<file path="src/rtl/lidar_frame_parser_core_assert.svh">
// Assertion macros shared by the lidar frame parser RTL.
`ifndef LIDAR_FRAME_PARSER_CORE_ASSERT_SVH
`define LIDAR_FRAME_PARSER_CORE_ASSERT_SVH

// Check a property on every clock edge outside reset.
`define LFP_ASSERT(label, prop, msg) \
   label: assert property (@(posedge clock) disable iff (reset) (prop)) else $error(msg);

// Check that a condition implies another in the same cycle.
`define LFP_ASSERT_IMPLY(label, ante, cons, msg) \
   label: assert property (@(posedge clock) disable iff (reset) (ante) |-> (cons)) \
      else $error(msg);

// Check that a condition implies another in the next cycle.
`define LFP_ASSERT_NEXT(label, ante, cons, msg) \
   label: assert property (@(posedge clock) disable iff (reset) (ante) |=> (cons)) \
      else $error(msg);

`endif

</file>
<file path="src/rtl/lfp_pkg.sv">
// Types, constants and codes of the lidar frame parser.
`default_nettype none

package lfp_pkg;

   localparam int SAMPLES_PER_FRAME_DEFAULT = 22;
   localparam int SAMPLES_PER_FRAME_MAX     = 44;

   localparam logic [7:0] HDR_SYNC0 = 8'hAA;
   localparam logic [7:0] HDR_SYNC1 = 8'h00;
   localparam logic [7:0] HDR_MARK0 = 8'h61;
   localparam logic [7:0] HDR_MARK1 = 8'hAD;

   localparam logic [15:0] NEAR_LIMIT = 16'd2;
   localparam logic [15:0] NEAR_SUBST = 16'd250;

   localparam int SLOT_W      = 10;
   localparam int ANGLE_W     = 16;
   localparam int ANGLE_SECTOR = 2250;
   localparam int RECIP_SHIFT = 27;
   localparam int SECTOR_W    = 5;
   localparam int PROD_W      = 32;
   localparam longint RECIP_MULT_L = ((64'd1 << RECIP_SHIFT) + ANGLE_SECTOR - 1) / ANGLE_SECTOR;
   localparam logic [ANGLE_W-1:0] RECIP_MULT = ANGLE_W'(RECIP_MULT_L);

   localparam logic KIND_SAMPLE = 1'b0;
   localparam logic KIND_FRAME  = 1'b1;

   localparam int HDR_POS_W = 4;
   localparam logic [HDR_POS_W-1:0] HDR_POS_SYNC1    = 4'd1;
   localparam logic [HDR_POS_W-1:0] HDR_POS_MARK0    = 4'd4;
   localparam logic [HDR_POS_W-1:0] HDR_POS_MARK1    = 4'd5;
   localparam logic [HDR_POS_W-1:0] HDR_POS_SPEED    = 4'd8;
   localparam logic [HDR_POS_W-1:0] HDR_POS_ANGLE_HI = 4'd11;
   localparam logic [HDR_POS_W-1:0] HDR_POS_ANGLE_LO = 4'd12;

   localparam int SAMP_POS_W = 3;
   localparam logic [SAMP_POS_W-1:0] SB_SIGNAL  = 3'd0;
   localparam logic [SAMP_POS_W-1:0] SB_DIST_HI = 3'd1;
   localparam logic [SAMP_POS_W-1:0] SB_DIST_LO = 3'd2;
   localparam logic [SAMP_POS_W-1:0] SB_LAST    = 3'd5;

   typedef enum logic [2:0] {
      ST_IDLE,
      ST_HEADER,
      ST_SAMPLE,
      ST_TRAIL_FIRST,
      ST_TRAIL_LAST
   } parse_state_type;

   typedef struct packed {
      logic [7:0] rx_byte;
   } req_payload_type;

   typedef struct packed {
      logic              kind;
      logic [SLOT_W-1:0] slot_index;
      logic [15:0]       range_value;
      logic [7:0]        strength;
      logic [7:0]        spin_speed;
      logic [15:0]       frames_seen;
   } rsp_payload_type;

endpackage

`default_nettype wire

</file>
<file path="src/rtl/lfp_stream_if.sv">
// Valid/ready stream interface carrying one payload per transfer.
`default_nettype none

interface lfp_stream_if #(
   parameter type payload_type = logic [7:0]
) ();
   logic        valid;
   logic        ready;
   payload_type payload;

   modport source (output valid, output payload, input ready);
   modport sink   (input valid, input payload, output ready);
endinterface

`default_nettype wire

</file>
<file path="src/rtl/lidar_frame_parser_core.sv">
// Lidar frame parser: one link byte per transfer in, sample and frame results out.
// A result is registered in the output buffer (head entry, or skid entry while the head waits) before it shows on rsp.
// Throughput: one byte per cycle; a two-entry output buffer lets bytes keep
// transferring while a result waits, and req stalls only when both entries are full.
// Reset: synchronous; parser returns to idle hunting for the sync byte, the frame
// counter clears and both output entries empty.
`default_nettype none

module lidar_frame_parser_core
   import lfp_pkg::*;
#(
   parameter int SAMPLES_PER_FRAME = SAMPLES_PER_FRAME_DEFAULT
) (
   input  wire logic   clock,
   input  wire logic   reset,
   lfp_stream_if.sink   req,
   lfp_stream_if.source rsp
);

   `include "lidar_frame_parser_core_assert.svh"

   localparam int NUM_W = (SAMPLES_PER_FRAME > 1) ? $clog2(SAMPLES_PER_FRAME) : 1;
   localparam int BASE_W = SECTOR_W + $clog2(SAMPLES_PER_FRAME + 1) + 1;
   localparam int SUM_W = (BASE_W > SLOT_W) ? BASE_W : SLOT_W;
   localparam logic [NUM_W-1:0] NUM_LAST = NUM_W'(SAMPLES_PER_FRAME - 1);

   parse_state_type          state_ff, state_in;
   logic [HDR_POS_W-1:0]     hdr_pos_ff, hdr_pos_in;
   logic [SAMP_POS_W-1:0]    samp_pos_ff, samp_pos_in;
   logic [NUM_W-1:0]         samp_num_ff, samp_num_in;
   logic [15:0]              frame_counter_ff, frame_counter_in;

   logic [ANGLE_W-1:0]       start_angle_ff;
   logic [SECTOR_W-1:0]      sector_ff, sector_in;
   logic [7:0]               dist_high_ff;
   logic [7:0]               strength_ff;
   logic [7:0]               speed_ff;

   logic                     head_valid_ff, skid_valid_ff;
   rsp_payload_type          head_ff, skid_ff;

   logic                     accept;
   logic [7:0]               rx_byte;
   logic                     cap_speed, cap_angle_hi, cap_angle_lo;
   logic                     cap_strength, cap_dist_hi;
   logic                     emit_sample, emit_frame, push, pop;
   logic [PROD_W-1:0]        sector_prod;
   logic [SUM_W-1:0]         slot_sum;
   logic [15:0]              range_raw;
   rsp_payload_type          new_rsp;

   assign rx_byte   = req.payload.rx_byte;
   assign req.ready = !skid_valid_ff;
   assign accept    = req.valid && req.ready;

   // next state
   always_comb begin
      state_in    = state_ff;
      hdr_pos_in  = hdr_pos_ff;
      samp_pos_in = samp_pos_ff;
      samp_num_in = samp_num_ff;
      if (accept) begin
         unique case (state_ff)
            ST_IDLE: begin
               if (rx_byte == HDR_SYNC0) begin
                  state_in   = ST_HEADER;
                  hdr_pos_in = HDR_POS_SYNC1;
               end
            end
            ST_HEADER: begin
               hdr_pos_in = hdr_pos_ff + HDR_POS_W'(1);
               case (hdr_pos_ff)
                  HDR_POS_SYNC1: if (rx_byte != HDR_SYNC1) state_in = ST_IDLE;
                  HDR_POS_MARK0: if (rx_byte != HDR_MARK0) state_in = ST_IDLE;
                  HDR_POS_MARK1: if (rx_byte != HDR_MARK1) state_in = ST_IDLE;
                  HDR_POS_ANGLE_LO: begin
                     state_in    = ST_SAMPLE;
                     samp_pos_in = SB_SIGNAL;
                     samp_num_in = '0;
                  end
                  default: ;
               endcase
            end
            ST_SAMPLE: begin
               if (samp_pos_ff == SB_LAST) begin
                  samp_pos_in = SB_SIGNAL;
                  if (samp_num_ff == NUM_LAST) begin
                     state_in = ST_TRAIL_FIRST;
                  end else begin
                     samp_num_in = samp_num_ff + NUM_W'(1);
                  end
               end else begin
                  samp_pos_in = samp_pos_ff + SAMP_POS_W'(1);
               end
            end
            ST_TRAIL_FIRST: state_in = ST_TRAIL_LAST;
            ST_TRAIL_LAST:  state_in = ST_IDLE;
            default:        state_in = ST_IDLE;
         endcase
      end
   end

   // outputs
   always_comb begin
      cap_speed    = 1'b0;
      cap_angle_hi = 1'b0;
      cap_angle_lo = 1'b0;
      cap_strength = 1'b0;
      cap_dist_hi  = 1'b0;
      emit_sample  = 1'b0;
      emit_frame   = 1'b0;
      if (accept) begin
         unique case (state_ff)
            ST_HEADER: begin
               cap_speed    = (hdr_pos_ff == HDR_POS_SPEED);
               cap_angle_hi = (hdr_pos_ff == HDR_POS_ANGLE_HI);
               cap_angle_lo = (hdr_pos_ff == HDR_POS_ANGLE_LO);
            end
            ST_SAMPLE: begin
               cap_strength = (samp_pos_ff == SB_SIGNAL);
               cap_dist_hi  = (samp_pos_ff == SB_DIST_HI);
               emit_sample  = (samp_pos_ff == SB_DIST_LO);
            end
            ST_TRAIL_LAST: emit_frame = 1'b1;
            default: ;
         endcase
      end
   end

   assign sector_prod = PROD_W'(start_angle_ff) * PROD_W'(RECIP_MULT);
   assign sector_in   = sector_prod[RECIP_SHIFT +: SECTOR_W];

   assign slot_sum  = SUM_W'(sector_ff) * SUM_W'(SAMPLES_PER_FRAME) + SUM_W'(samp_num_ff);
   assign range_raw = {dist_high_ff, rx_byte};
   assign frame_counter_in = emit_frame ? frame_counter_ff + 16'd1 : frame_counter_ff;

   always_comb begin
      new_rsp = '0;
      if (emit_frame) begin
         new_rsp.kind        = KIND_FRAME;
         new_rsp.spin_speed  = speed_ff;
         new_rsp.frames_seen = frame_counter_in;
      end else begin
         new_rsp.kind        = KIND_SAMPLE;
         new_rsp.slot_index  = slot_sum[SLOT_W-1:0];
         new_rsp.range_value = (range_raw > NEAR_LIMIT) ? range_raw : NEAR_SUBST;
         new_rsp.strength    = strength_ff;
      end
   end

   assign push = emit_sample || emit_frame;
   assign pop  = head_valid_ff && rsp.ready;

   always_ff @(posedge clock) begin
      if (reset) begin
         state_ff         <= ST_IDLE;
         hdr_pos_ff       <= '0;
         samp_pos_ff      <= '0;
         samp_num_ff      <= '0;
         frame_counter_ff <= '0;
         head_valid_ff    <= 1'b0;
         skid_valid_ff    <= 1'b0;
      end else begin
         state_ff         <= state_in;
         hdr_pos_ff       <= hdr_pos_in;
         samp_pos_ff      <= samp_pos_in;
         samp_num_ff      <= samp_num_in;
         frame_counter_ff <= frame_counter_in;
         if (skid_valid_ff) begin
            if (pop) begin
               skid_valid_ff <= 1'b0;
            end
         end else if (push) begin
            if (!head_valid_ff || pop) begin
               head_valid_ff <= 1'b1;
            end else begin
               skid_valid_ff <= 1'b1;
            end
         end else if (pop) begin
            head_valid_ff <= 1'b0;
         end
      end
   end

   always_ff @(posedge clock) begin
      sector_ff <= sector_in;
      if (cap_speed)    speed_ff              <= rx_byte;
      if (cap_angle_hi) start_angle_ff[15:8]  <= rx_byte;
      if (cap_angle_lo) start_angle_ff[7:0]   <= rx_byte;
      if (cap_strength) strength_ff           <= rx_byte;
      if (cap_dist_hi)  dist_high_ff          <= rx_byte;
      if (skid_valid_ff) begin
         if (pop) head_ff <= skid_ff;
      end else if (push) begin
         if (!head_valid_ff || pop) begin
            head_ff <= new_rsp;
         end else begin
            skid_ff <= new_rsp;
         end
      end
   end

   assign rsp.valid   = head_valid_ff;
   assign rsp.payload = head_ff;

   `LFP_ASSERT_IMPLY(a_skid_needs_head, skid_valid_ff, head_valid_ff, "skid full, head empty")
   `LFP_ASSERT_NEXT(a_frame_to_idle, accept && (state_ff == ST_TRAIL_LAST),
      state_ff == ST_IDLE, "frame end did not return to idle")
   `LFP_ASSERT(a_samp_pos_range, samp_pos_ff <= SB_LAST, "sample byte position out of range")

endmodule

`default_nettype wire

</file>
<file path="src/flat_wrapper.sv">
// flat-port wrapper written by rule: the top's interface ports become plain ports
module lidar_frame_parser_core_flat import lfp_pkg::*;
#(
   parameter int SAMPLES_PER_FRAME = SAMPLES_PER_FRAME_DEFAULT
)
  (clock, reset, req_valid, req_payload, req_ready, rsp_valid, rsp_payload, rsp_ready);
  lfp_stream_if #(.payload_type(req_payload_type)) req_i ();
  lfp_stream_if #(.payload_type(rsp_payload_type)) rsp_i ();
  input  wire logic clock;
  input  wire logic reset;
  input wire logic [$bits(req_i.valid)-1:0] req_valid;
  input wire logic [$bits(req_i.payload)-1:0] req_payload;
  output wire logic [$bits(req_i.ready)-1:0] req_ready;
  output wire logic [$bits(rsp_i.valid)-1:0] rsp_valid;
  output wire logic [$bits(rsp_i.payload)-1:0] rsp_payload;
  input wire logic [$bits(rsp_i.ready)-1:0] rsp_ready;
  assign req_i.valid = req_valid;
  assign req_i.payload = req_payload;
  assign req_ready = req_i.ready;
  assign rsp_valid = rsp_i.valid;
  assign rsp_payload = rsp_i.payload;
  assign rsp_i.ready = rsp_ready;
  lidar_frame_parser_core #(.SAMPLES_PER_FRAME(SAMPLES_PER_FRAME)) u_core (.clock(clock), .reset(reset), .req(req_i), .rsp(rsp_i));
endmodule
</file>
<file path="config.mk">
export PLATFORM = sky130hd
export DESIGN_NAME = lidar_frame_parser_core_flat
export DESIGN_NICKNAME = d
export VERILOG_FILES = /design/src/rtl/lfp_pkg.sv /design/src/rtl/lfp_stream_if.sv /design/src/rtl/lidar_frame_parser_core.sv /design/src/flat_wrapper.sv
export VERILOG_INCLUDE_DIRS = /design/src /design/src/rtl
export SDC_FILE = /design/constraint.sdc
export NUM_CORES = 1
export LEC_CHECK = 0
export BUFFER_PORTS_ARGS = -buffer_cell sky130_fd_sc_hd__buf_2
export CORE_MARGIN = 3
export CORE_UTILIZATION = 25
export DETAILED_ROUTE_END_ITERATION = 10
export PLACE_DENSITY_LB_ADDON = 0.3
export SLEW_MARGIN = 10
export SYNTH_ARGS = -nofsm -noshare
export SYNTH_HDL_FRONTEND = slang
export SYNTH_SLANG_ARGS = --single-unit
</file>
<file path="constraint.sdc">
create_clock -name clock -period 6.7 [get_ports clock]
set_clock_uncertainty 0.2 [all_clocks]
set_input_delay 0.335 -clock clock [delete_from_list [all_inputs] [get_ports clock]]
set_output_delay 0.335 -clock clock [all_outputs]
set_load 0.01 [all_outputs]
</file>
==> Word level (Yosys, flattened, before mapping) <==
Cells that the tools add are included.
{ "totals": {"register_bits": 196, "out_inout_bits": 61, "elab_cells": 131} }
{ "op_classes": {"add_sub_neg": 5, "mul": 2, "n_lt_le_gt_ge": 1, "eq_ne": 28, "n_mux": 47, "bitwise": 2, "reduce_logical": 21} }
{ "op_table": {"columns": ["operator", "n"], "rows": [
  ["59-bit 2-to-1 mux", 4],
  ["34-bit 2-to-1 mux", 1],
  ["16-bit by 16-bit multiplier with 32-bit output, second input constant", 1],
  ["16-bit 2-to-1 mux", 2],
  ["24-bit 2-to-1 mux", 1],
  ["3-bit 2-to-1 mux", 8],
  ["3-bit case mux with 4 select lines", 2],
  ["1-bit 2-to-1 mux", 22],
  ["16-bit by 1-bit adder with 16-bit output, second input constant", 1],
  ["16-bit by 2-bit > comparator with 1-bit output, second input constant", 1],
  ["5-bit 2-to-1 mux", 3],
  ["3-bit AND reduction", 5],
  ["4-bit == test, second input constant", 3],
  ["10-bit by 5-bit adder with 10-bit output", 1],
  ["5-bit case mux with 2 select lines", 1],
  ["2-bit nonzero test", 5],
  ["3-bit by 2-bit == test with 1-bit output, second input constant", 3],
  ["5-bit by 4-bit multiplier with 9-bit output, second input constant", 1],
  ["3-bit by 2-bit inequality test with 1-bit output, second input constant", 3],
  ["4-bit by 3-bit == test with 1-bit output, second input constant", 2],
  ["8-bit == test, second input constant", 1],
  ["2-bit by 1-bit inequality test with 1-bit output, second input constant", 4],
  ["8-bit by 7-bit inequality test with 1-bit output, second input constant", 1],
  ["8-bit inequality test, second input constant", 1],
  ["20 further kinds", 29]
]} }

==> Longest topological paths before layout <==
{ "depth": {"ltp_word": 8, "depth_mapped": 18} }

==> Worst setup path before layout <==
No wires, ideal clock.
{ "synth_path": {"path_kind": "reg2reg", "start": "register u_core.start_angle_ff[4]", "end": "register u_core.sector_ff[4]", "t_arrival_ps": 4848, "required_ps": 6428, "path_slack_ps": 1580, "path_stages_with_launch": 19, "path_buffers": 0, "synth_period_minus_slack_ps": 5120, "path_cell_list": "edfxtp_1 -> inv_1 -> fa_1 -> inv_1 -> fa_1 -> fa_1 -> inv_1 -> fa_1 -> inv_1 -> ha_1 -> ha_1 -> ha_1 -> nand3_1 -> nor4_2 -> a221oi_1 -> a31oi_2 -> a311o_2 -> a21oi_2 -> xnor2_1"} }
{ "synth_between": {"elab_chain_cells": 1} }
{ "synth_rtl": {"columns": ["item", "line", "source"], "rows": [
  ["from (decl)", "lidar_frame_parser_core.sv:33", "logic [ANGLE_W-1:0] start_angle_ff;"],
  ["from (signal assigned)", "lidar_frame_parser_core.sv:189", "if (cap_angle_lo) start_angle_ff[7:0] <= rx_byte;"],
  ["16-bit by 16-bit multiplier with 32-bit output", "lidar_frame_parser_core.sv:130", "assign sector_prod = PROD_W'(start_angle_ff) * PROD_W'(RECIP_MULT);"],
  ["named net u_core.sector_prod[31]", "lidar_frame_parser_core.sv:47", "logic [PROD_W-1:0] sector_prod;"],
  ["to (signal assigned)", "lidar_frame_parser_core.sv:186", "sector_ff <= sector_in;"],
  ["to (decl)", "lidar_frame_parser_core.sv:34", "logic [SECTOR_W-1:0] sector_ff, sector_in;"]
]} }
The timed path passes the listed nets, and every way through them passes these cells.
A chain may end at the register's enable or synchronous reset.

==> Final worst setup path <==
{ "layout_path": {"start": "register u_core.start_angle_ff[3]", "end": "register u_core.sector_ff[4]"} }
Same word-level chain as after synthesis.

==> run summary <==
status = completed
CP arrival = 5.61 ns
final core occ = 0.291
fin crit share = 0.811
Syn Area/Cell = 12.3 µm²
final worst path period need = 5.43 ns
critical path class = reg -> reg
Antenna Violating Nets Remaining = 0
Synth cell types = 57
Resize count post-CTS = 0
Remaining DRCs = 0
vias in the first global route = 6,888
CTS Buf Count = 17
share of Yosys cell area claimed by the top area cell type = 0.422
nets = 1,186
final hold vios = 0
start point of the worst hold path = req_payload[5]
WHS Endpoint = u_core.strength_ff[5]
Worst Setup End Kind = flip-flop
Top FF cell, synth = edfxtp_1
initial antenna violation count = 1
setup bufs post-CTS = 0
relative slew slack = 0.226
I/O Pins = 73
H-Tree Depth = 4
synthesized area = 11,200 µm²
Pleak = 5.27 nW
setup slack, reg-to-reg = 1.27 ns
Setup Viol. Count Final = 0
RePlAce Congestion = 0.803
GRT Overall Usage = 0.100
reg2reg end = u_core.sector_ff[4]
setup_tns = 0 ns
Initial DRC Count = 285
multiplexer share of the synthesized area = 0.0317
largest family of logic cells by synthesized area = adder cells
global-route wire length before repair = 37,500 µm
layout cell share with drive strength beyond 1 = 0.153
port buffer count = 72
Yosys top cell by area = edfxtp_1
final worst slack = 1.27 ns
xor and xnor area share after synthesis = 0.0265
worst slack at placement = 1.25 ns
Post-synth EDFFs = 158
Synth Instances = 914
Worst Reg2Reg Path Length in Cells = 18
Ys Warns = 0
CTS tree = built
most common cell after layout, fill and taps aside = edfxtp_1
critical path fanouts, max = 5
RSZ-0062 raised after global routing = false
dpl hpwl = 17,200 µm
Skew-Pair Late Insertion Delay = 0.44 ns
Hold Path Class = in -> reg
Syn Nets = 1,113
Core Footprint = 44,300 µm²
DRT Pass-1 Iters = 4
Worst EP required = 6.87 ns
Chip Height = 218 µm
Synth area leaders = edfxtp_1, ha_1, fa_1
hold depth = 1
Max Clk Rate = 184 MHz
synthesized flop and latch total = 196
ANT cells = 0
most frequent cells in the layout = edfxtp_1, ha_1, inv_1
Startpoint Class = flip-flop
area grow syn2layout = 14.6%
Hold Buf Count CTS = 1
grt ovf = 0
Reg clk slew, reported paths = 0.07 ns
Post-synth ARST share = 0
max-slew violations = 0
area of the die = 47,600 µm²
Synth Area in Simple Gates = 0.100
vias per cell = 4.25
post-synthesis compound-gate area fraction = 0.0637
row count = 77
DRT Wirelength = 23,000 µm
Worst-Margin Slew = 1.15 ns
register area share after synthesis = 0.490
PD cells = 180 nW/µm²
DR WL/cell = 14.4 µm
Worst Hold Slack = 0.0696 ns
maxcap violations = 0
root buffer cell = clkbuf_16
DR vias = 6,760
Max VDD drop = 0.137 mV
Die Width = 218 µm
Longest Clk Path Bufs = 2
Post-Synth Adder-Cell Area = 0.243
Initial Util = 0.254
total clock sinks = 196
Reg-to-Reg Start = u_core.start_angle_ff[3]
largest net degree at the start of global routing = 60
routing by layer:
layer  vias up  global-route usage  routed length [µm]
met1      3313               0.141               11400
li1       3341                   -                   -
met4         0              0.0272                 252
met5         -                   0                   0
met2        85               0.158               10700
met3        21              0.0184                 673
logic make-up (layout without fill, tap and decap cells):
group / after synthesis / after routing
AO/OA/AOI/OAI: 108 / 108
multiplexers: 32 / 32
AND/OR/NAND/NOR: 223 / 223
XOR/XNOR: 34 / 34
adder cells (fa/ha/maj): 187 / 187
buffers and inverters: 134 / 220
flip-flops: 196 / 196
synthesized netlist by cell type (2+ instances only):
| master | instances |
|---|---|
| o31ai_1 | 7 |
| o21bai_1 | 3 |
| edfxtp_1 | 158 |
| nand3_1 | 17 |
| xnor2_1 | 15 |
| inv_1 | 108 |
| mux2i_1 | 3 |
| ha_1 | 134 |
| fa_1 | 53 |
| or3_1 | 12 |
| nand4_1 | 7 |
| buf_1 | 2 |
| o21a_1 | 2 |
| nor2_1 | 68 |
| nor2b_1 | 13 |
| a21oi_1 | 36 |
| a211oi_1 | 3 |
| o21ai_1 | 4 |
| nand3b_1 | 2 |
| nor3_1 | 8 |
| nand2_1 | 39 |
| and3_1 | 5 |
| nor4_1 | 9 |
| nor3b_1 | 3 |
| inv_2 | 2 |
| dfxtp_1 | 38 |
| a221oi_1 | 2 |
| a21o_1 | 24 |
| clkbuf_1 | 20 |
| xor2_1 | 19 |
| buf_2 | 2 |
| mux2_2 | 29 |
| o21ai_0 | 14 |
| nand4b_1 | 2 |
| and2_1 | 29 |
power breakdown:
| group | internal, W | switching (W) |
|---|---|---|
| logic | 0.00000743 | 0.0000195 |
| registers | 0.00130 | 0.000000133 |
| clock network | 0.000523 | 0.000470 |
layout make-up:
class | count | area, µm²
Tap cell | 592 | 741
Clock buffer | 17 | 425
Inverter | 110 | 413
Multi-Input combinational cell | 584 | 5250
Timing Repair Buffer | 78 | 408
Fill cell | 4575 | 31400
Sequential cell | 196 | 5510
Clock inverter | 15 | 148
through the flow:
stage               total power (W)  std cells  instance area (µm²)
floorplan                   0.00134        914                11200
global placement            0.00136       1559                12300
detailed placement          0.00136       1559                12300
CTS                         0.00236       1592                12900
global route                0.00240       1592                12900
finish                      0.00232       1592                12900
registers in the layout, summed over array words and instances, names as in the netlist:
signal / cells
u_core.strength_ff: 8
u_core.skid_ff: 59
u_core.sector_ff: 5
u_core.rsp.payload: 59
u_core.state_ff: 3
u_core.hdr_pos_ff: 4
u_core.frame_counter_ff: 16
u_core.rsp.valid: 1
u_core.start_angle_ff: 16
u_core.speed_ff: 8
u_core.skid_valid_ff: 1
u_core.dist_high_ff: 8
u_core.samp_pos_ff: 3
u_core.samp_num_ff: 5
worst max-delay path: stages (launching register included):
cell	delay (ns)
edfxtp_1	0.48
inv_1	0.16
fa_1	0.53
inv_1	0.06
fa_1	0.49
fa_1	0.51
inv_1	0.05
fa_1	0.49
inv_1	0.04
ha_1	0.28
ha_1	0.30
ha_1	0.29
nand3_1	0.14
nor4_2	0.08
a221oi_1	0.38
a31oi_2	0.18
a311o_2	0.44
a21oi_2	0.15
xnor2_1	0.12
worst max-delay path by stage:
stage / from / endpoint / depth (start not counted)
after floorplan: u_core.start_angle_ff[4] / u_core.sector_ff[4] / 18
after detailed placement: u_core.start_angle_ff[3] / u_core.sector_ff[4] / 18
after global placement: u_core.start_angle_ff[1] / u_core.sector_ff[4] / 18
after global routing: u_core.start_angle_ff[2] / u_core.sector_ff[4] / 18
final: u_core.start_angle_ff[3] / u_core.sector_ff[4] / 18
after CTS: u_core.start_angle_ff[3] / u_core.sector_ff[4] / 18
Power figures use the tool's default switching activity.
